<file path="config.mk">
export PLATFORM = sky130hd
export DESIGN_NAME = canonical_cbor_map_parser_core_flat
export DESIGN_NICKNAME = d
export VERILOG_FILES = /design/src/cbmp_pkg.sv /design/src/cbmp_if.sv /design/src/cbmp_key_cell.sv /design/src/cbmp_key_chain.sv /design/src/canonical_cbor_map_parser_core.sv /design/src/flat_wrapper.sv
export VERILOG_INCLUDE_DIRS = /design/src /design/src/src
export SDC_FILE = /design/constraint.sdc
export NUM_CORES = 2
export LEC_CHECK = 0
export ABC_AREA = 1
export BUFFER_PORTS_ARGS = -buffer_cell sky130_fd_sc_hd__buf_2
export CAP_MARGIN = 5
export CORE_AREA = 3 3 346 348
export DETAILED_ROUTE_END_ITERATION = 6
export DIE_AREA = 0 0 349 351
export PLACE_DENSITY = 0.54
export SLEW_MARGIN = 20
export SYNTH_ARGS = -nofsm -noshare
export SYNTH_HDL_FRONTEND = slang
export SYNTH_HIERARCHICAL = 1
export SYNTH_SLANG_ARGS = --single-unit
</file>
<file path="constraint.sdc">
create_clock -name clk -period 81.3 [get_ports clk]
set_clock_uncertainty 0.2 [all_clocks]
set_input_delay 16.26 -clock clk [delete_from_list [all_inputs] [get_ports clk]]
set_output_delay 16.26 -clock clk [all_outputs]
set_load 0.05 [all_outputs]
</file>
<file path="src/canonical_cbor_map_parser_core_assert.svh">
// assertion macros for the canonical cbor map parser core
// used by the top level; no other dependencies
`ifndef CANONICAL_CBOR_MAP_PARSER_CORE_ASSERT_SVH
`define CANONICAL_CBOR_MAP_PARSER_CORE_ASSERT_SVH

// same-cycle implication, checked outside reset
`define CBMP_ASSERT_IMPL(label, ante, cons) \
  label: assert property (@(posedge clk) disable iff (!rst_n) (ante) |-> (cons)) \
    else $error("cbmp check failed");

// next-cycle implication, checked outside reset
`define CBMP_ASSERT_NEXT(label, ante, cons) \
  label: assert property (@(posedge clk) disable iff (!rst_n) (ante) |=> (cons)) \
    else $error("cbmp check failed");

`endif

</file>
<file path="src/cbmp_pkg.sv">
// shared types, codes and helpers for the canonical cbor map parser
// no dependencies
package cbmp_pkg;

  localparam int MAX_ENTRIES = 8;
  localparam int CNT_W = $clog2(MAX_ENTRIES + 1);

  localparam logic [1:0] KIND_HEADER = 2'd0;
  localparam logic [1:0] KIND_DATA   = 2'd1;
  localparam logic [1:0] KIND_STATUS = 2'd2;

  localparam logic [2:0] ST_OK        = 3'd0;
  localparam logic [2:0] ST_TRUNC     = 3'd1;
  localparam logic [2:0] ST_MALFORMED = 3'd2;
  localparam logic [2:0] ST_TYPE      = 3'd3;
  localparam logic [2:0] ST_TOO_MANY  = 3'd4;

  localparam logic [2:0] MAJ_UINT = 3'd0;
  localparam logic [2:0] MAJ_MAP  = 3'd5;

  localparam logic [4:0] INFO_ONE_BYTE = 5'd24;
  localparam logic [4:0] INFO_TWO_BYTE = 5'd25;
  localparam logic [4:0] INFO_FOUR_BYTE = 5'd26;
  localparam logic [4:0] INFO_RESERVED = 5'd28;

  typedef struct packed {
    logic [1:0]  kind;
    logic [63:0] entry_key;
    logic [1:0]  value_major;
    logic [63:0] value_arg;
    logic [7:0]  span_byte;
    logic [2:0]  status;
    logic [3:0]  entry_count;
    logic        last;
  } res_t;

  // control handed along the key chain
  typedef struct packed {
    logic             shift_en;
    logic [CNT_W-1:0] live_cnt;
  } chain_ctl_t;

  // smallest value that needs the given argument length
  function automatic logic [63:0] shortest_min(input logic [4:0] info);
    logic [63:0] m;
    case (info)
      INFO_ONE_BYTE:  m = 64'd24;
      INFO_TWO_BYTE:  m = 64'h100;
      INFO_FOUR_BYTE: m = 64'h10000;
      default:        m = 64'h1_0000_0000;
    endcase
    return m;
  endfunction

endpackage

</file>
<file path="src/cbmp_if.sv">
// valid/ready channel interfaces for message bytes and results
// depends on cbmp_pkg
interface cbmp_in_if import cbmp_pkg::*; ();
  logic       valid;
  logic       ready;
  logic [7:0] data_byte;
  logic       end_of_message;
  modport source (output valid, output data_byte, output end_of_message, input ready);
  modport sink (input valid, input data_byte, input end_of_message, output ready);
endinterface

interface cbmp_out_if import cbmp_pkg::*; ();
  logic        valid;
  logic        ready;
  logic [1:0]  kind;
  logic [63:0] entry_key;
  logic [1:0]  value_major;
  logic [63:0] value_arg;
  logic [7:0]  span_byte;
  logic [2:0]  status;
  logic [3:0]  entry_count;
  logic        last;
  modport source (output valid, output kind, output entry_key, output value_major,
                  output value_arg, output span_byte, output status,
                  output entry_count, output last, input ready);
  modport sink (input valid, input kind, input entry_key, input value_major,
                input value_arg, input span_byte, input status,
                input entry_count, input last, output ready);
endinterface

</file>
<file path="src/cbmp_key_cell.sv">
// one stage of the seen-key chain: holds a key, compares it, passes it on
// depends on cbmp_pkg
module cbmp_key_cell import cbmp_pkg::*; (
  input  logic             clk,
  input  chain_ctl_t       ctl,
  input  logic [CNT_W-1:0] pos,
  input  logic [63:0]      key_in,
  input  logic [63:0]      key_cmp,
  output logic [63:0]      key_out,
  output logic             hit
);
  logic [63:0] key_r;

  always_ff @(posedge clk) begin
    if (ctl.shift_en) begin
      key_r <= key_in;
    end
  end

  // only cells holding a key from this message take part
  assign hit = (pos < ctl.live_cnt) && (key_r == key_cmp);
  assign key_out = key_r;
endmodule

</file>
<file path="src/cbmp_key_chain.sv">
// row of key cells; newest key enters at cell 0 and moves down on each store
// depends on cbmp_pkg, cbmp_key_cell
module cbmp_key_chain import cbmp_pkg::*; (
  input  logic        clk,
  input  chain_ctl_t  ctl,
  input  logic [63:0] key_new,
  input  logic [63:0] key_cmp,
  output logic        dup
);
  logic [63:0] link [MAX_ENTRIES+1];
  logic [MAX_ENTRIES-1:0] hits;

  assign link[0] = key_new;

  for (genvar i = 0; i < MAX_ENTRIES; i++) begin : g_cell
    cbmp_key_cell u_cell (
      .clk     (clk),
      .ctl     (ctl),
      .pos     (CNT_W'(i)),
      .key_in  (link[i]),
      .key_cmp (key_cmp),
      .key_out (link[i+1]),
      .hit     (hits[i])
    );
  end

  assign dup = |hits;
endmodule

</file>
<file path="src/canonical_cbor_map_parser_core.sv">
// One message byte is taken per beat and checked as a canonical CBOR
// definite-length map with unsigned keys; each beat gives zero, one or two
// results (entry header, string data byte, message status). A beat that
// gives one result is accepted every cycle the output side keeps up; a beat
// that gives two holds the input while the second result
// drains from the skid slot. Duplicate keys are checked against a chain of
// MAX_ENTRIES key cells in the same cycle as the key head completes.
// depends on cbmp_pkg, cbmp_if, cbmp_key_chain, canonical_cbor_map_parser_core_assert.svh
`include "canonical_cbor_map_parser_core_assert.svh"

module canonical_cbor_map_parser_core import cbmp_pkg::*; (
  input logic        clk,
  input logic        rst_n,
  cbmp_in_if.sink    in_chan,
  cbmp_out_if.source out_chan
);
  typedef enum logic [2:0] {
    PH_MAP, PH_MAP_ARG, PH_KEY, PH_KEY_ARG, PH_VAL, PH_VAL_ARG, PH_SPAN, PH_DONE
  } phase_t;

  phase_t           phase_r, phase_nxt;
  logic [2:0]       hm_r, hm_nxt;
  logic [3:0]       left_r, left_nxt;
  logic [4:0]       info_r, info_nxt;
  logic [63:0]      acc_r, acc_nxt;
  logic [CNT_W-1:0] exp_r, exp_nxt;
  logic [CNT_W-1:0] done_r, done_nxt;
  logic [63:0]      key_r, key_nxt;
  logic [63:0]      span_r, span_nxt;
  logic             disc_r, disc_nxt;

  res_t res_r, pend_r, r0, r1;
  logic out_valid_r, pend_valid_r;
  logic [1:0] n;
  logic store_en, dup, in_fire;
  chain_ctl_t chain_ctl;

  logic [7:0] b;
  logic eom;
  assign b   = in_chan.data_byte;
  assign eom = in_chan.end_of_message;

  assign in_chan.ready = !pend_valid_r && (!out_valid_r || out_chan.ready);
  assign in_fire = in_chan.valid && in_chan.ready;

  assign chain_ctl.shift_en = in_fire && store_en;
  assign chain_ctl.live_cnt = done_r;

  cbmp_key_chain u_chain (
    .clk     (clk),
    .ctl     (chain_ctl),
    .key_new (key_r),
    .key_cmp (acc_nxt),
    .dup     (dup)
  );

  always_comb begin
    logic       err, head_done, fin;
    logic [2:0] code;
    logic [4:0] info;
    res_t       st;
    phase_nxt = phase_r; hm_nxt = hm_r; left_nxt = left_r; info_nxt = info_r;
    acc_nxt = acc_r; exp_nxt = exp_r; done_nxt = done_r; key_nxt = key_r;
    span_nxt = span_r; disc_nxt = disc_r;
    err = 1'b0; head_done = 1'b0; fin = 1'b0; code = ST_OK; store_en = 1'b0;
    info = b[4:0];
    n = 2'd0; r0 = '0; r1 = '0; st = '0;

    if (!disc_r) begin
      case (phase_r)
        PH_MAP, PH_KEY, PH_VAL: begin
          hm_nxt = b[7:5];
          if (info >= INFO_RESERVED) begin
            err = 1'b1; code = ST_MALFORMED;
          end else if (info < INFO_ONE_BYTE) begin
            acc_nxt = {59'd0, info};
            head_done = 1'b1;
          end else begin
            info_nxt = info;
            left_nxt = 4'd1 << info[1:0];
            acc_nxt = '0;
            phase_nxt = phase_t'(phase_r + 3'd1);
          end
        end
        PH_MAP_ARG, PH_KEY_ARG, PH_VAL_ARG: begin
          acc_nxt = {acc_r[55:0], b};
          left_nxt = (left_r != 4'd0) ? left_r - 4'd1 : left_r;
          if (left_nxt == 4'd0) begin
            phase_nxt = phase_t'(phase_r - 3'd1);
            if (acc_nxt < shortest_min(info_r)) begin
              err = 1'b1; code = ST_MALFORMED;
            end else begin
              head_done = 1'b1;
            end
          end
        end
        PH_SPAN: begin
          r0 = '{kind: KIND_DATA, entry_key: key_r, value_major: hm_r[1:0],
                 value_arg: acc_r, span_byte: b, default: '0};
          n = 2'd1;
          span_nxt = (span_r != 64'd0) ? span_r - 64'd1 : span_r;
          if (span_nxt == 64'd0) fin = 1'b1;
        end
        default: begin
          err = 1'b1; code = ST_MALFORMED;
        end
      endcase

      if (head_done) begin
        case (phase_nxt)
          PH_MAP: begin
            if (hm_nxt != MAJ_MAP) begin
              err = 1'b1; code = ST_TYPE;
            end else if (acc_nxt > 64'(MAX_ENTRIES)) begin
              err = 1'b1; code = ST_TOO_MANY;
            end else begin
              exp_nxt = CNT_W'(acc_nxt);
              done_nxt = '0;
              phase_nxt = (acc_nxt == 64'd0) ? PH_DONE : PH_KEY;
            end
          end
          PH_KEY: begin
            if (hm_nxt != MAJ_UINT) begin
              err = 1'b1; code = ST_TYPE;
            end else if (dup) begin
              err = 1'b1; code = ST_MALFORMED;
            end else begin
              key_nxt = acc_nxt;
              phase_nxt = PH_VAL;
            end
          end
          default: begin
            if (hm_nxt > 3'd3) begin
              err = 1'b1; code = ST_TYPE;
            end else begin
              store_en = (done_r < CNT_W'(MAX_ENTRIES));
              r0 = '{kind: KIND_HEADER, entry_key: key_r, value_major: hm_nxt[1:0],
                     value_arg: acc_nxt, default: '0};
              n = 2'd1;
              if (hm_nxt < 3'd2 || acc_nxt == 64'd0) begin
                fin = 1'b1;
              end else begin
                span_nxt = acc_nxt;
                phase_nxt = PH_SPAN;
              end
            end
          end
        endcase
      end

      if (fin) begin
        done_nxt = done_r + CNT_W'(1);
        phase_nxt = (done_nxt >= exp_r) ? PH_DONE : PH_KEY;
      end

      st.kind = KIND_STATUS;
      st.entry_count = 4'(done_nxt);
      st.last = eom;
      if (err) begin
        st.status = code;
        r0 = st;
        n = 2'd1;
        if (!eom) disc_nxt = 1'b1;
      end else if (eom) begin
        st.status = (phase_nxt == PH_DONE) ? ST_OK : ST_TRUNC;
        if (n == 2'd0) begin
          r0 = st;
        end else begin
          r1 = st;
        end
        n = n + 2'd1;
      end
    end

    // end of message restarts everything but the key chain
    if (eom) begin
      phase_nxt = PH_MAP; hm_nxt = '0; left_nxt = '0; info_nxt = '0; acc_nxt = '0;
      exp_nxt = '0; done_nxt = '0; key_nxt = '0; span_nxt = '0; disc_nxt = 1'b0;
    end
  end

  always_ff @(posedge clk) begin
    if (!rst_n) begin
      phase_r <= PH_MAP; hm_r <= '0; left_r <= '0; info_r <= '0; acc_r <= '0;
      exp_r <= '0; done_r <= '0; key_r <= '0; span_r <= '0; disc_r <= 1'b0;
      out_valid_r <= 1'b0; pend_valid_r <= 1'b0;
    end else begin
      if (pend_valid_r && (!out_valid_r || out_chan.ready)) begin
        res_r <= pend_r;
        out_valid_r <= 1'b1;
        pend_valid_r <= 1'b0;
      end else begin
        if (in_fire) begin
          phase_r <= phase_nxt; hm_r <= hm_nxt; left_r <= left_nxt; info_r <= info_nxt;
          acc_r <= acc_nxt; exp_r <= exp_nxt; done_r <= done_nxt; key_r <= key_nxt;
          span_r <= span_nxt; disc_r <= disc_nxt;
          if (n != 2'd0) res_r <= r0;
          if (n == 2'd2) begin
            pend_r <= r1;
            pend_valid_r <= 1'b1;
          end
        end
        if (in_fire && n != 2'd0) out_valid_r <= 1'b1;
        else if (out_valid_r && out_chan.ready) out_valid_r <= 1'b0;
      end
    end
  end

  assign out_chan.valid       = out_valid_r;
  assign out_chan.kind        = res_r.kind;
  assign out_chan.entry_key   = res_r.entry_key;
  assign out_chan.value_major = res_r.value_major;
  assign out_chan.value_arg   = res_r.value_arg;
  assign out_chan.span_byte   = res_r.span_byte;
  assign out_chan.status      = res_r.status;
  assign out_chan.entry_count = res_r.entry_count;
  assign out_chan.last        = res_r.last;

  `CBMP_ASSERT_IMPL(a_pend_behind_out, pend_valid_r, out_valid_r)
  `CBMP_ASSERT_NEXT(a_eom_restarts, in_fire && eom, phase_r == PH_MAP && !disc_r)
  `CBMP_ASSERT_NEXT(a_discard_silent, in_fire && disc_r, !pend_valid_r)
  `CBMP_ASSERT_IMPL(a_count_bound, 1'b1, done_r <= exp_r)
endmodule
</file>
<file path="src/flat_wrapper.sv">
// flat-port wrapper written by rule: the top's interface ports become plain ports
module canonical_cbor_map_parser_core_flat import cbmp_pkg::*;
  (clk, rst_n, in_chan_valid, in_chan_data_byte, in_chan_end_of_message, in_chan_ready, out_chan_valid, out_chan_kind, out_chan_entry_key, out_chan_value_major, out_chan_value_arg, out_chan_span_byte, out_chan_status, out_chan_entry_count, out_chan_last, out_chan_ready);
  cbmp_in_if in_chan_i ();
  cbmp_out_if out_chan_i ();
  input logic clk;
  input logic rst_n;
  input wire logic [$bits(in_chan_i.valid)-1:0] in_chan_valid;
  input wire logic [$bits(in_chan_i.data_byte)-1:0] in_chan_data_byte;
  input wire logic [$bits(in_chan_i.end_of_message)-1:0] in_chan_end_of_message;
  output wire logic [$bits(in_chan_i.ready)-1:0] in_chan_ready;
  output wire logic [$bits(out_chan_i.valid)-1:0] out_chan_valid;
  output wire logic [$bits(out_chan_i.kind)-1:0] out_chan_kind;
  output wire logic [$bits(out_chan_i.entry_key)-1:0] out_chan_entry_key;
  output wire logic [$bits(out_chan_i.value_major)-1:0] out_chan_value_major;
  output wire logic [$bits(out_chan_i.value_arg)-1:0] out_chan_value_arg;
  output wire logic [$bits(out_chan_i.span_byte)-1:0] out_chan_span_byte;
  output wire logic [$bits(out_chan_i.status)-1:0] out_chan_status;
  output wire logic [$bits(out_chan_i.entry_count)-1:0] out_chan_entry_count;
  output wire logic [$bits(out_chan_i.last)-1:0] out_chan_last;
  input wire logic [$bits(out_chan_i.ready)-1:0] out_chan_ready;
  assign in_chan_i.valid = in_chan_valid;
  assign in_chan_i.data_byte = in_chan_data_byte;
  assign in_chan_i.end_of_message = in_chan_end_of_message;
  assign in_chan_ready = in_chan_i.ready;
  assign out_chan_valid = out_chan_i.valid;
  assign out_chan_kind = out_chan_i.kind;
  assign out_chan_entry_key = out_chan_i.entry_key;
  assign out_chan_value_major = out_chan_i.value_major;
  assign out_chan_value_arg = out_chan_i.value_arg;
  assign out_chan_span_byte = out_chan_i.span_byte;
  assign out_chan_status = out_chan_i.status;
  assign out_chan_entry_count = out_chan_i.entry_count;
  assign out_chan_last = out_chan_i.last;
  assign out_chan_i.ready = out_chan_ready;
  canonical_cbor_map_parser_core u_core (.clk(clk), .rst_n(rst_n), .in_chan(in_chan_i), .out_chan(out_chan_i));
endmodule
</file>
==> results.py <==
metrics = {
    "critical_path": {
        "r2r_cells": 39,
        "critPathArrivalTime_ns": 16.87,
        "required_ns": 64.84,
        "cp_max_fo": 3,
        "crit_path_end_kind": "output port",
        "worst-setup-path-type": "primary input to output port",
        "startpoint_type": "primary input",
    },
    "clocking": {
        "worstSkewPairLatency_ns": 0.70,
        "hold_buffers": 0,
        "clkTransAtPathRegs_ns": 0.06,
        "clockBufferDepth": 3,
        "clkSinkCount": 884,
        "cts_buffers": 99,
        "htreeDepth": 3,
        "cts.repair.resized": 0,
        "post_cts_buffers": 0,
        "root_buffer": "clkbuf_16",
        "cts_tree": "built",
    },
    "layout": {
        "fin_util": 0.4493,
        "syn_to_final_growth_pct": 12.08,
        "fin_cells": 7654,
        "fin_nets": 6100,
        "final_layout_size_suffix_gt1_frac": 0.08385,
        "antenna_cells": 0,
    },
    "yosys": {
        "yosys.area.top_type": "edfxtp_1",
        "synthArstFlopShare": 0,
        "synth_flop_cell": "edfxtp_1",
        "postSynthAreaPerCell_sq_um": 7.941,
        "synth_commonest_cells": "1754 x nand2_1, 913 x inv_1, 841 x nor2_1",
        "synth_seq_cells": 884,
        "synth_edf_count": 666,
        "synthDistinctLibCells": 43,
        "synth_top_area_frac": 0.4282,
        "yosysMostFrequentCell": "nand2_1",
        "synth_cells": 5882,
        "syn_area_sq_mm": 0.04671,
        "yosysSeqAreaShare": 0.5216,
        "synth.area.top_cells": "edfxtp_1 43%, nand2_1 14%, dfxtp_1 9.3%",
        "yosys_warnings": 6,
    },
    "timing": {
        "rsz0062_at_grt": "false",
        "setup_viol": 0,
        "drv_slew": 0,
        "min_period_ns": 33.33,
        "slew_headroom": 0.3197,
        "timing.final.crit_share": 0.4099,
        "worst_pin_slew_ns": 1.020,
        "clock.fmax_mhz": 30.01,
        "tns_ns": 0,
        "finalHoldViolCount": 0,
    },
    "grt": {
        "gr-usage-all-layers": 0.2267,
        "grt-ovfl-total": 0,
        "met2_usage": 0.3565,
        "grt_pass1_wl_um": 212300,
        "grt_use_met1": 0.3173,
        "grt_pass1_vias": 35350,
        "busiest_layer": "met2",
        "grt_max_degree": 207,
        "antenna_found_initial": 2,
        "use_met3": 0.02901,
    },
    "routing": {
        "vias": 37700,
        "first_pass_iters": 5,
        "antenna_left": 0,
        "drc_errors": 0,
        "drt_iter0_markers": 3234,
        "via_per_inst": 4.925,
        "wl_per_cell_um": 18.30,
        "routed_wl_um": 140100,
    },
    "power_and_ir_drop": {
        "ir_drop_mv": 0.02026,
        "power.leakage_nw": 21.98,
        "p_per_area_mw_per_mm2": 23.16,
    },
    "outcome": {
        "status": "finished, final reports clean",
    },
    "die": {
        "pin_count": 163,
        "die_area_sq_mm": 0.1225,
        "initial_core_util": 0.4009,
        "die_h_um": 351,
        "core_area_sq_mm": 0.1165,
        "rows": 125,
        "fp.dieW_um": 349,
    },
    "placement": {
        "placed_cells": 7466,
        "place.gp.congestion": 0.9860,
        "post-dp-hpwl_um": 102500,
        "portBuffers": 162,
    },
    "flow_run": {
        "maxCapViolations": 0,
    },
    "worst_hold_path": {
        "hold_depth": 0,
        "worstHoldPathType": "flip-flop to flip-flop",
    },
}
## metrics by stage
stage	setup WS [ns]	area [sq um]	hold slack [ns]	power, W
final	47.97	52350	0.2310	0.001213
after detailed placement	47.99	49090	0.2139	0.0007759
after CTS	47.98	52320	0.2286	0.001225
after global placement	47.96	49090	0.2135	0.0007740
after global routing	47.91	52350	0.2494	0.001271
after floorplan	13.02	46820	0.2082	0.0007246
## area by class of cell
type / count / area (sq um)
inverter: 920 / 3465
sequential: 884 / 24360
clock buffer: 139 / 2771
clock inverter: 48 / 456.7
multi-input combinational: 3937 / 18250
fill: 11470 / 64160
tap: 1524 / 1907
timing repair buffer: 202 / 1146
## placed cells by master (no fill, tap or decap), types with 29 or more instances in the layout
cell type  instances
ha_1              43
nand4_1           46
o22ai_1           73
o21ai_0          274
o211ai_1          66
xnor2_1          123
a22oi_1           64
buf_4             39
clkbuf_1          29
nand2_1         1752
dfxtp_1          218
inv_1            908
nor2_2           100
conb_1            32
a21oi_1          268
clkbuf_16        102
nor2_1           839
nand3_1          107
buf_2            161
edfxtp_1         666
xor2_1            43
## sequential cells by signal (all words and copies together), names as in the netlist, 2 cells and up
signal,flops
u_core/u_chain/g_cell.u_cell/key_out,512
u_core/acc_r,64
u_core/key_r,64
u_core/out_chan.entry_key,64
u_core/out_chan.value_arg,64
u_core/span_r,64
u_core/out_chan.span_byte,8
u_core/pend_r,6
u_core/info_r,5
u_core/done_r,4
u_core/exp_r,4
u_core/left_r,4
u_core/out_chan.entry_count,4
u_core/hm_r,3
u_core/out_chan.status,3
u_core/phase_r,3
u_core/out_chan.kind,2
u_core/out_chan.value_major,2
## worst paths after layout
check	slack, ns	startpoint	to
worst min register to register	0.23	u_core/key_r[63]$_SDFFE_PN0P_	u_core/u_chain/g_cell[0].u_cell/key_out[63]$_DFFE_PP_
worst max register to register	73.22	u_core/phase_r[1]$_SDFFE_PN0P_	u_core/out_chan.entry_key[13]$_SDFFCE_PP0P_
worst min-delay path	0.23	u_core/key_r[63]$_SDFFE_PN0P_	u_core/u_chain/g_cell[0].u_cell/key_out[63]$_DFFE_PP_
worst max-delay path	47.97	out_chan_ready	in_chan_ready
## power breakdown
| part | switching [W] | internal, W |
|---|---|---|
| Clock | 0.000191 | 0.000255 |
| Combinational | 0.000184 | 0.0000606 |
| Sequential | 0.0000144 | 0.000508 |
| Total | 0.000389 | 0.000824 |
## worst max-delay path, stage by stage
cell,delay (ns)
buf_2,0.07
inv_1,0.03
nand2_1,0.07
nand2_1,0.06
inv_1,0.10
buf_2,0.27
## kinds of logic (layout without fill, tap and decap cells)
family / count (synthesis) / count (layout) / share of synthesized area
simple gates: 2930 / 2930 / 0.2520
buf+inv: 1091 / 1309 / 0.09153
flops: 884 / 884 / 0.5216
compound gates: 766 / 766 / 0.09204
xor+xnor: 166 / 166 / 0.03113
fa+ha+maj: 43 / 43 / 0.01152
other cells: 2 / 32 / 0.0001608
## metal layers
| layer | share of wire | vias to the layer above |
|---|---|---|
| li1 | - | 18990 |
| met1 | 0.46 | 17500 |
| met2 | 0.44 | 990 |
| met3 | 0.054 | 216 |
| met4 | 0.041 | 0 |
| met5 | 0 | - |
Note: power is estimated with default switching activity, not from simulation.
